File: src/sv/dtt_pkg.sv
// ----------------------------------------------------------------------------
// Deadline timer table package
// Shared constants for the deadline timer table: default sizes, request
// codes, result status codes and the packed operation select of the adder.
// ----------------------------------------------------------------------------
package dtt_pkg;

    localparam int DTT_SLOTS     = 8;
    localparam int DTT_TIME_BITS = 32;

    localparam int IN_TIME_W  = 32;
    localparam int TAG_W      = 8;
    localparam int IN_IDX_W   = 3;
    localparam int OUT_SLOT_W = 3;
    localparam int REQ_W      = 2;
    localparam int STATUS_W   = 2;

    localparam int S_TDATA_W = 80;
    localparam int M_TDATA_W = 16;

    localparam logic [REQ_W-1:0] REQ_SCHEDULE = 2'd0;
    localparam logic [REQ_W-1:0] REQ_RUN      = 2'd1;
    localparam logic [REQ_W-1:0] REQ_CANCEL   = 2'd2;
    localparam logic [REQ_W-1:0] REQ_CLEAR    = 2'd3;

    localparam logic [STATUS_W-1:0] STAT_SCHEDULED = 2'd0;
    localparam logic [STATUS_W-1:0] STAT_FULL      = 2'd1;
    localparam logic [STATUS_W-1:0] STAT_FIRED     = 2'd2;
    localparam logic [STATUS_W-1:0] STAT_ACK       = 2'd3;

    typedef struct packed {
        logic sub;
    } dtt_op_t;

endpackage

File: src/sv/dtt_addsub.sv
// ----------------------------------------------------------------------------
// Deadline timer table adder and comparator
// One shared adder that either sums the time and delay or subtracts a
// stored deadline from the time; the carry out then means time >= deadline.
// ----------------------------------------------------------------------------
module dtt_addsub
    import dtt_pkg::*;
#(
    parameter int TIME_BITS = DTT_TIME_BITS
) (
    input  logic [TIME_BITS-1:0] a,
    input  logic [TIME_BITS-1:0] b,
    input  dtt_op_t              op,
    output logic [TIME_BITS-1:0] result,
    output logic                 carry
);

    logic [TIME_BITS-1:0] b_eff;
    logic [TIME_BITS:0]   sum;

    assign b_eff = b ^ {TIME_BITS{op.sub}};
    assign sum   = {1'b0, a} + {1'b0, b_eff} + {{TIME_BITS{1'b0}}, op.sub};
    assign result = sum[TIME_BITS-1:0];
    assign carry  = sum[TIME_BITS];

endmodule

File: src/sv/deadline_timer_table_unit.sv
// ----------------------------------------------------------------------------
// Deadline timer table
// A table of timer slots with schedule, run, cancel and clear requests.
// ----------------------------------------------------------------------------
// Requests arrive as beats on the s_ channel: the request kind in s_tuser and
// the time, delay, tag and slot index in s_tdata. A schedule stores the sum
// of time and delay in the lowest free slot and returns one beat with that
// slot, or a full status. A run compares every slot against the time and
// returns one beat per expired slot in ascending order, the last one marked
// with m_tlast, or a single acknowledge beat when nothing expired. Cancel and
// clear take effect at once and return nothing.
// A schedule walks the valid bits one slot a cycle from slot 0 up to the
// first free slot. A run compares every slot in turn through the single
// adder and the registered table read, then scans the fire bits and sends
// one beat for each expired slot.
// The block takes a new request only when the sequencer is idle; a result
// beat held in the output register does not stop that. When the receiver
// stalls, the sequencer waits with its next beat until the register frees.
// Reset empties the table; the stored deadlines and tags are not cleared.
// ----------------------------------------------------------------------------
module deadline_timer_table_unit
    import dtt_pkg::*;
#(
    parameter int SLOTS     = DTT_SLOTS,
    parameter int TIME_BITS = DTT_TIME_BITS
) (
    input  logic                 aclk,
    input  logic                 aresetn,
    input  logic                 s_tvalid,
    output logic                 s_tready,
    // s_tdata: now_time [31:0], delay [63:32], tag [71:64], slot_index [74:72].
    input  logic [S_TDATA_W-1:0] s_tdata,
    // s_tuser: req_type [1:0].
    input  logic [REQ_W-1:0]     s_tuser,
    output logic                 m_tvalid,
    input  logic                 m_tready,
    // m_tdata: slot [2:0], fired_tag [10:3].
    output logic [M_TDATA_W-1:0] m_tdata,
    // m_tuser: status [1:0].
    output logic [STATUS_W-1:0]  m_tuser,
    output logic                 m_tlast
);

    localparam int IDX_W = (SLOTS > 1) ? $clog2(SLOTS) : 1;
    localparam int PTR_W = $clog2(SLOTS + 1);

    localparam logic [2:0] ST_IDLE      = 3'd0;
    localparam logic [2:0] ST_SCHED     = 3'd1;
    localparam logic [2:0] ST_RUN_RD    = 3'd2;
    localparam logic [2:0] ST_RUN_CMP   = 3'd3;
    localparam logic [2:0] ST_EMIT_SCAN = 3'd4;
    localparam logic [2:0] ST_EMIT_OUT  = 3'd5;

    typedef struct packed {
        logic [TIME_BITS-1:0] deadline;
        logic [TAG_W-1:0]     tag;
    } dtt_entry_t;

    dtt_entry_t slot_mem [SLOTS];
    dtt_entry_t rd_reg;
    logic       mem_we;

    logic [2:0]            state_reg, state_next;
    logic [PTR_W-1:0]      ptr_reg, ptr_next;
    logic [PTR_W-1:0]      cnt_reg, cnt_next;
    logic [SLOTS-1:0]      valid_reg, valid_next;
    logic [SLOTS-1:0]      fire_reg, fire_next;
    logic [TIME_BITS-1:0]  now_reg, now_next;
    logic [TIME_BITS-1:0]  delay_reg, delay_next;
    logic [TAG_W-1:0]      tag_reg, tag_next;

    logic                  out_valid_reg, out_valid_next;
    logic [STATUS_W-1:0]   out_status_reg, out_status_next;
    logic [OUT_SLOT_W-1:0] out_slot_reg, out_slot_next;
    logic [TAG_W-1:0]      out_tag_reg, out_tag_next;
    logic                  out_last_reg, out_last_next;

    logic [IDX_W-1:0]      idx;
    logic [IDX_W-1:0]      cancel_idx;
    logic                  cancel_ok;
    logic                  out_free;
    dtt_op_t               alu_op;
    logic [TIME_BITS-1:0]  alu_b;
    logic [TIME_BITS-1:0]  alu_res;
    logic                  alu_carry;

    assign idx        = ptr_reg[IDX_W-1:0];
    assign cancel_idx = IDX_W'(s_tdata[74:72]);
    assign cancel_ok  = ({29'd0, s_tdata[74:72]} < 32'(SLOTS));
    assign out_free   = !out_valid_reg || m_tready;

    assign alu_op.sub = (state_reg == ST_RUN_CMP);
    assign alu_b      = alu_op.sub ? rd_reg.deadline : delay_reg;

    dtt_addsub #(
        .TIME_BITS(TIME_BITS)
    ) u_addsub (
        .a      (now_reg),
        .b      (alu_b),
        .op     (alu_op),
        .result (alu_res),
        .carry  (alu_carry)
    );

    assign s_tready = (state_reg == ST_IDLE);
    assign m_tvalid = out_valid_reg;
    assign m_tuser  = out_status_reg;
    assign m_tlast  = out_last_reg;
    assign m_tdata  = {5'd0, out_tag_reg, out_slot_reg};

    always_comb begin
        state_next      = state_reg;
        ptr_next        = ptr_reg;
        cnt_next        = cnt_reg;
        valid_next      = valid_reg;
        fire_next       = fire_reg;
        now_next        = now_reg;
        delay_next      = delay_reg;
        tag_next        = tag_reg;
        out_valid_next  = out_valid_reg;
        out_status_next = out_status_reg;
        out_slot_next   = out_slot_reg;
        out_tag_next    = out_tag_reg;
        out_last_next   = out_last_reg;
        mem_we          = 1'b0;

        if (out_valid_reg && m_tready) begin
            out_valid_next = 1'b0;
        end

        case (state_reg)
            ST_IDLE: begin
                if (s_tvalid) begin
                    now_next   = TIME_BITS'(s_tdata[31:0]);
                    delay_next = TIME_BITS'(s_tdata[63:32]);
                    tag_next   = s_tdata[71:64];
                    ptr_next   = '0;
                    case (s_tuser)
                        REQ_SCHEDULE: begin
                            state_next = ST_SCHED;
                        end
                        REQ_RUN: begin
                            cnt_next   = '0;
                            fire_next  = '0;
                            state_next = ST_RUN_RD;
                        end
                        REQ_CANCEL: begin
                            if (cancel_ok) begin
                                valid_next[cancel_idx] = 1'b0;
                            end
                        end
                        REQ_CLEAR: begin
                            valid_next = '0;
                        end
                        default: begin
                        end
                    endcase
                end
            end
            ST_SCHED: begin
                if (ptr_reg == PTR_W'(SLOTS)) begin
                    if (out_free) begin
                        out_valid_next  = 1'b1;
                        out_status_next = STAT_FULL;
                        out_slot_next   = '0;
                        out_tag_next    = '0;
                        out_last_next   = 1'b1;
                        state_next      = ST_IDLE;
                    end
                end else if (!valid_reg[idx]) begin
                    if (out_free) begin
                        mem_we          = 1'b1;
                        valid_next[idx] = 1'b1;
                        out_valid_next  = 1'b1;
                        out_status_next = STAT_SCHEDULED;
                        out_slot_next   = OUT_SLOT_W'(idx);
                        out_tag_next    = '0;
                        out_last_next   = 1'b1;
                        state_next      = ST_IDLE;
                    end
                end else begin
                    ptr_next = ptr_reg + 1'b1;
                end
            end
            ST_RUN_RD: begin
                state_next = ST_RUN_CMP;
            end
            ST_RUN_CMP: begin
                if (valid_reg[idx] && alu_carry) begin
                    fire_next[idx]  = 1'b1;
                    valid_next[idx] = 1'b0;
                    cnt_next        = cnt_reg + 1'b1;
                end
                if (ptr_reg == PTR_W'(SLOTS - 1)) begin
                    ptr_next   = '0;
                    state_next = ST_EMIT_SCAN;
                end else begin
                    ptr_next   = ptr_reg + 1'b1;
                    state_next = ST_RUN_RD;
                end
            end
            ST_EMIT_SCAN: begin
                if (cnt_reg == '0) begin
                    if (out_free) begin
                        out_valid_next  = 1'b1;
                        out_status_next = STAT_ACK;
                        out_slot_next   = '0;
                        out_tag_next    = '0;
                        out_last_next   = 1'b1;
                        state_next      = ST_IDLE;
                    end
                end else if (fire_reg[idx]) begin
                    state_next = ST_EMIT_OUT;
                end else begin
                    ptr_next = ptr_reg + 1'b1;
                end
            end
            ST_EMIT_OUT: begin
                if (out_free) begin
                    out_valid_next  = 1'b1;
                    out_status_next = STAT_FIRED;
                    out_slot_next   = OUT_SLOT_W'(idx);
                    out_tag_next    = rd_reg.tag;
                    out_last_next   = (cnt_reg == PTR_W'(1));
                    fire_next[idx]  = 1'b0;
                    cnt_next        = cnt_reg - 1'b1;
                    if (cnt_reg == PTR_W'(1)) begin
                        state_next = ST_IDLE;
                    end else begin
                        ptr_next   = ptr_reg + 1'b1;
                        state_next = ST_EMIT_SCAN;
                    end
                end
            end
            default: begin
                state_next = ST_IDLE;
            end
        endcase
    end

    always_ff @(posedge aclk) begin
        if (mem_we) begin
            slot_mem[idx] <= '{deadline: alu_res, tag: tag_reg};
        end
        rd_reg <= slot_mem[idx];
    end

    always_ff @(posedge aclk) begin
        if (!aresetn) begin
            state_reg     <= ST_IDLE;
            ptr_reg       <= '0;
            cnt_reg       <= '0;
            valid_reg     <= '0;
            fire_reg      <= '0;
            out_valid_reg <= 1'b0;
        end else begin
            state_reg     <= state_next;
            ptr_reg       <= ptr_next;
            cnt_reg       <= cnt_next;
            valid_reg     <= valid_next;
            fire_reg      <= fire_next;
            out_valid_reg <= out_valid_next;
        end
    end

    always_ff @(posedge aclk) begin
        now_reg        <= now_next;
        delay_reg      <= delay_next;
        tag_reg        <= tag_next;
        out_status_reg <= out_status_next;
        out_slot_reg   <= out_slot_next;
        out_tag_reg    <= out_tag_next;
        out_last_reg   <= out_last_next;
    end

endmodule

File: config.mk
export PLATFORM = sky130hd
export DESIGN_NAME = deadline_timer_table_unit
export DESIGN_NICKNAME = d
export VERILOG_FILES = /design/src/sv/dtt_pkg.sv /design/src/sv/dtt_addsub.sv /design/src/sv/deadline_timer_table_unit.sv
export SDC_FILE = /design/constraint.sdc
export NUM_CORES = 1
export LEC_CHECK = 0
export BUFFER_PORTS_ARGS = -buffer_cell sky130_fd_sc_hd__buf_2
export CAP_MARGIN = 15
export CORE_MARGIN = 2
export CORE_UTILIZATION = 45
export DETAILED_ROUTE_END_ITERATION = 10
export HOLD_SLACK_MARGIN = 0.12
export PLACE_DENSITY = 0.65
export SKIP_CTS_REPAIR_TIMING = 1
export SLEW_MARGIN = 10
export SYNTH_ARGS = -nofsm -noshare
export SYNTH_HDL_FRONTEND = slang
export SYNTH_SLANG_ARGS = --single-unit
export TNS_END_PERCENT = 100
File: constraint.sdc
create_clock -name aclk -period 13.65 [get_ports aclk]
set_input_delay 1.365 -clock aclk [delete_from_list [all_inputs] [get_ports aclk]]
set_output_delay 1.365 -clock aclk [all_outputs]
set_load 0.01 [all_outputs]
==> results of run 1 <==
-- cells in the mapped netlist, drive strengths merged, types with 4 or more instances --
library cell,instances,area share [%]
buf,15,0.47
xor2,9,0.42
nor2,61,1.2
dfxtp,68,7.2
a22oi,151,6.0
a21oi,68,1.8
nand3,15,0.40
ha,37,2.5
o211ai,5,0.20
inv,22,0.44
nand2b,13,0.43
and3,15,0.50
mux2i,4,0.21
and2,9,0.30
nand2,68,1.4
a221oi,8,0.47
nor2b,5,0.17
o21ai,74,2.0
a211oi,7,0.31
clkbuf,56,1.1
nor3,14,0.37
a21o,15,0.60
edfxtp,406,65
xnor2,21,0.98
a31oi,7,0.27
or4,4,0.18
nand3b,6,0.24
nand4,41,1.4
a22o,7,0.33
a32oi,8,0.37
-- layout make-up --
type / instances / area [um2] / share of cell area, %
well taps: 532 / 666 / 3.09
repair buffers: 117 / 638 / 2.97
clock buffers: 77 / 1420 / 6.62
multi-input cells: 731 / 4910 / 22.9
clock inverters: 16 / 229 / 1.06
flip-flops and latches: 474 / 13600 / 63.0
inverters: 22 / 82.6 / 0.384
-- metal layers --
metal  GRT usage (%)  vias to the layer above
met5               0                        -
met4            5.48                        0
met3            3.46                       68
met2            33.8                      390
met1            27.7                     5727
li1                -                     5313
-- cell usage in the layout, fill, tap and decap left out, types with 18 or more instances in the layout --
cell,instances
clkbuf_1,21
clkbuf_16,51
a22oi_1,151
buf_2,96
o21ai_0,63
dfxtp_1,68
nor2_1,58
xnor2_1,21
buf_4,21
nand4_1,41
ha_1,37
nand2_1,68
a21oi_1,67
edfxtp_1,406
inv_1,18
-- where the power goes --
| group | switching (mW) | leakage (nW) | internal [mW] |
|---|---|---|---|
| clock network | 0.545 | 0.793 | 0.815 |
| registers | 0.0243 | 4.27 | 1.71 |
| logic | 0.214 | 2.36 | 0.102 |
-- tightest hold or removal path: cells and delay by family (launching register included) --
family             cells  cell delay [ns]
DFF                    1             0.32
and+or+nand+nor        1             0.06
AOI/OAI and AO/OA      1             0.06
-- per-stage QoR --
stage               instances  hold WS [ns]  setup WS (ns)  utilization (%)  power, mW
floorplan                1298         0.444           8.52                -       1.97
global placement         1876         0.459           8.72             48.4       2.07
detailed placement       1876         0.456           8.70             48.4       2.08
CTS                      1969         0.470           8.64             52.4       3.44
global route             1969         0.489           8.31             52.4       3.54
finish                   1969         0.467           8.67             52.4       3.41
-- kinds of logic after synthesis --
logic type / synth area share [%]
DFF: 72.2
xor gates and xnor gates: 1.40
other: 0.0200
AOI/OAI and AO/OA: 14.2
and+or+nand+nor: 7.10
muxes: 0.513
adders and majority gates: 2.57
buffers and inverters: 2.03
-- worst paths after layout --
path                                   from                   endpoint  cells after the start
hold reg to reg   slot_mem[7][22]$_DFFE_PP_         rd_reg[22]$_DFF_P_                      2
hold / removal    slot_mem[7][22]$_DFFE_PP_         rd_reg[22]$_DFF_P_                      2
setup reg to reg  state_reg[2]$_SDFFE_PN0P_  slot_mem[1][38]$_DFFE_PP_                     12
setup / recovery  state_reg[2]$_SDFFE_PN0P_  slot_mem[1][38]$_DFFE_PP_                     12
==> flow_summary.toml, run 1 <==
[finish]
finalInstanceArea_um2 = 21500
layout-area-overhead-vs-synth_pct = 14.5
largest_reg_flops = 320
final_nets = 1520
num-fill-cells = 3377
antenna_cells = 0
drive_gt1_share_pct = 15.3

[detailed_routing]
drt_iter0_drc = 1112
drt-total-wl_um = 44200
ant_nets = 0
met1Wirelength_um = 19100
wl_met3_um = 2680
top_layer = "met4"
routedWlPerCell_um = 22.4
vias = 11498
drt_pass1_iterations = 5
via_per_inst = 5.84
drc_errors = 0
wl_met2_um = 21500

[die]
die_h_um = 208
num_io_pins = 107
start_util_pct = 45.8
dieArea_um2 = 43400
design.core.area_um2 = 41000
rows = 74
fp.dieW_um = 208

[clocking]
clkTransAtPathRegs_ns = 0.06
cts_buffers = 50
root_buffer = "clkbuf_16"
clk_latency_ns = 0.59
numClockSinks = 474
h-tree-depth = 2
cts_tree = "done"
max-clock-path-buffers = 3

[worst_setup_path]
worstPathRequired_ns = 13.94
critical-path-top-delay-family = "compound AO/OA/AOI/OAI gates"
endpoint_kind = "flip-flop"
cp_slowest_cell = "dfxtp_1"
worstSetupStartpointType = "flip-flop"
critPathMaxStageDelay_ns = 0.67
worst-setup-path-type = "reg2reg"
cp_cell_sequence = "nand3b_1 > buf_4 > o21ai_0 > ha_1 > a211oi_1 > a21oi_1 > o211ai_1 > a21oi_1 > o21ai_1 > o21ai_1 > a311o_1 > xor2_1"
worst-path-buf-inv = 1
rrSetupSlack_ns = 8.67
cp_max_fo = 69
arrival_ns = 5.27

[place]
dpl.hpwl_um = 24200
portBuffers = 96
place_congestion = 0.800
place_area_um2 = 19900

[logic_synthesis]
postSynthCellCount = 1294
yosysWarnings = 0
synth.avg_cell_area_um2 = 14.5
synth-async-reset-ratio_pct = 0
synth-edff-count = 406
syn_area_um2 = 18800
seq_area_frac_synth_pct = 72.2
post_synth_num_cell_types = 74
synth_ff_type = "edfxtp_1"
synth.ff_latch_count = 474

[timing]
hold_viol_final = 0
drv_slew = 0
rsz0062_at_grt = "false"
maxSlewHeadroom_pct = 17.0
fin_crit_sh_pct = 36.5
setup_viol = 0
worstMarginPinSlew_ns = 1.23
skew_ns = 0.0199
fin_crit_ns = 4.98
tns_ns = 0
max_freq_mhz = 201

[global_routing]
antenna_found_initial = 0
grt_max_degree = 75
overflow = 0
grt_pass1_wl_um = 67400
track_usage_pct = 20.3
first_global_vias = 11389

[worst_hold_path]
min_path_type = "reg2reg"

[pwr]
power_leakage_nw = 7.42
power.density_nw_per_um2 = 159
ir_worst_vdd_mv = 0.104

[outcome]
status = "complete, no violations"

[run]
maxCapViolations = 0
Note: power is estimated with default switching activity, not from simulation.
==> run 2, diff against run 1 <==
==> constraint.sdc (replaced) <==
create_clock -name aclk -period 4.9 [get_ports aclk]
set_input_delay 0.49 -clock aclk [delete_from_list [all_inputs] [get_ports aclk]]
set_output_delay 0.49 -clock aclk [all_outputs]
set_load 0.01 [all_outputs]
==> flow_summary.toml, run 2 (synthesis results as in run 1) <==
[timing]
setup_ws_ns = 0.461
holdWs_ns = 0.217
maxSlewHeadroom_pct = 23.9
tns_ns = 0
max_freq_mhz = 225
fin_crit_ns = 4.44
skew_ns = 0.0205
setup_viol = 0
hold_viol_final = 0
worstMarginPinSlew_ns = 1.13
fin_crit_sh_pct = 90.6
rsz0062_at_grt = "false"
drv_slew = 0

[finish]
layout-area-overhead-vs-synth_pct = 19.1
final_nets = 1597
drive_gt1_share_pct = 15.1
largest_reg_flops = 320
layout_common_cells = "edfxtp_1 (406), a22oi_1 (151), buf_2 (96)"
layout_commonest_cell = "edfxtp_1"
antenna_cells = 0
finalInstanceArea_um2 = 22400
num-fill-cells = 3302

[detailed_routing]
via_per_inst = 5.76
drt-total-wl_um = 44400
vias = 11785
drc_errors = 0
ant_nets = 0
routedWlPerCell_um = 21.7
drt_pass1_iterations = 5
drt_iter0_drc = 1103

[pwr]
power_leakage_nw = 7.78
power.density_nw_per_um2 = 430
finalPower_mw = 9.61
ir_worst_vdd_mv = 0.276

[die]
design.core.area_um2 = 41000
dieArea_um2 = 43400
fp.dieW_um = 208
die_h_um = 208
rows = 74
start_util_pct = 45.8
num_io_pins = 107

[clocking]
clk_latency_ns = 0.59
numClockSinks = 474
h-tree-depth = 2
root_buffer = "clkbuf_16"
max-clock-path-buffers = 3
cts_buffers = 51
cts_tree = "done"
clkTransAtPathRegs_ns = 0.06

[global_routing]
first_global_vias = 11355
overflow = 0
grt_pass1_wl_um = 66300
track_usage_pct = 20.0
grt_max_degree = 53
antenna_found_initial = 0

[worst_setup_path]
worst-setup-path-type = "reg2reg"
crit_path_frequent_cell = "o21ai_1"
startpoint = "state_reg[2]$_SDFFE_PN0P_"
arrival_ns = 4.73
cp_cell_sequence = "nand3b_1 > buf_12 > nand2_1 > o21ai_0 > ha_1 > a21oi_1 > o21ai_1 > a221oi_1 > nand2_1 > o21ai_1 > o21ai_1 > a311o_1 > xor2_1"
rr_worst_depth = 13
endpoint_kind = "flip-flop"
crit_cells = 13
r2r_start = "state_reg[2]$_SDFFE_PN0P_"
critPathMaxStageDelay_ns = 0.51
worstPathRequired_ns = 5.19
critical-path-top-delay-family = "compound AO/OA/AOI/OAI gates"
cp_slowest_cell = "nand3b_1"
worstSetupStartpointType = "flip-flop"
cp_max_fo = 48
worst-path-buf-inv = 1

[place]
place_ws_ns = 0.493
dpl.hpwl_um = 24500
place_area_um2 = 19900
portBuffers = 96
place_congestion = 0.812

[outcome]
status = "complete, no violations"

[run]
maxCapViolations = 0

[worst_hold_path]
whs_path_depth = 3
min_from = "aresetn"
min_path_type = "in2reg"
==> run 2: cell count changes in the layout (fill, tap and decap cells not counted), sizes merged, moves of 3 or more <==
cell	before	now
buf	117	121
dlygate4sd3	0	72
clkinv	6	9
clkbuf	77	74
==> run 2: path summary, 6_finish.rpt <==
check                               to  slack (ns)
min reg2reg         rd_reg[20]$_DFF_P_        0.47
min          valid_reg[6]$_SDFFE_PN0P_        0.22
max reg2reg  slot_mem[5][38]$_DFFE_PP_        0.46
max          slot_mem[5][38]$_DFFE_PP_        0.46
==> run 2: tightest hold or removal path, delay by kind of cell <==
family	cells	cell delay, ns
compound gates	2	0.12
buf+inv	1	0.14
==> run 2: area by class of cell <==
cell class              instances  area [um2]  share of cell area, %
clock buffers                  74        1430                   6.41
repair buffers                193        1440                   6.43
clock inverters                20         277                   1.24
flip-flops and latches        474       13600                   60.6
well taps                     532         666                   2.98
inverters                      22        82.6                  0.369
multi-input cells             731        4920                   22.0
==> run 2: metal layers <==
layer  share of wire [%]  GRT usage, %
met1                  43          26.8
met2                  50          33.5
met3                 5.5          3.38
met4                 2.5          6.28
met5                   0             0
==> run 2: power breakdown <==
group | switching, mW | leakage (nW) | internal, mW
clock | 1.51 | 0.820 | 2.35
combinational | 0.602 | 2.69 | 0.322
sequential | 0.0618 | 4.27 | 4.76
==> run 2: through the flow <==
stage / cells / util, %
2_1_floorplan: 1298 / -
3_3_place_gp: 1880 / 48.6
3_5_place_dp: 1880 / 48.6
4_1_cts: 1974 / 52.8
5_1_grt: 2046 / 54.5
6_report: 2046 / 54.5
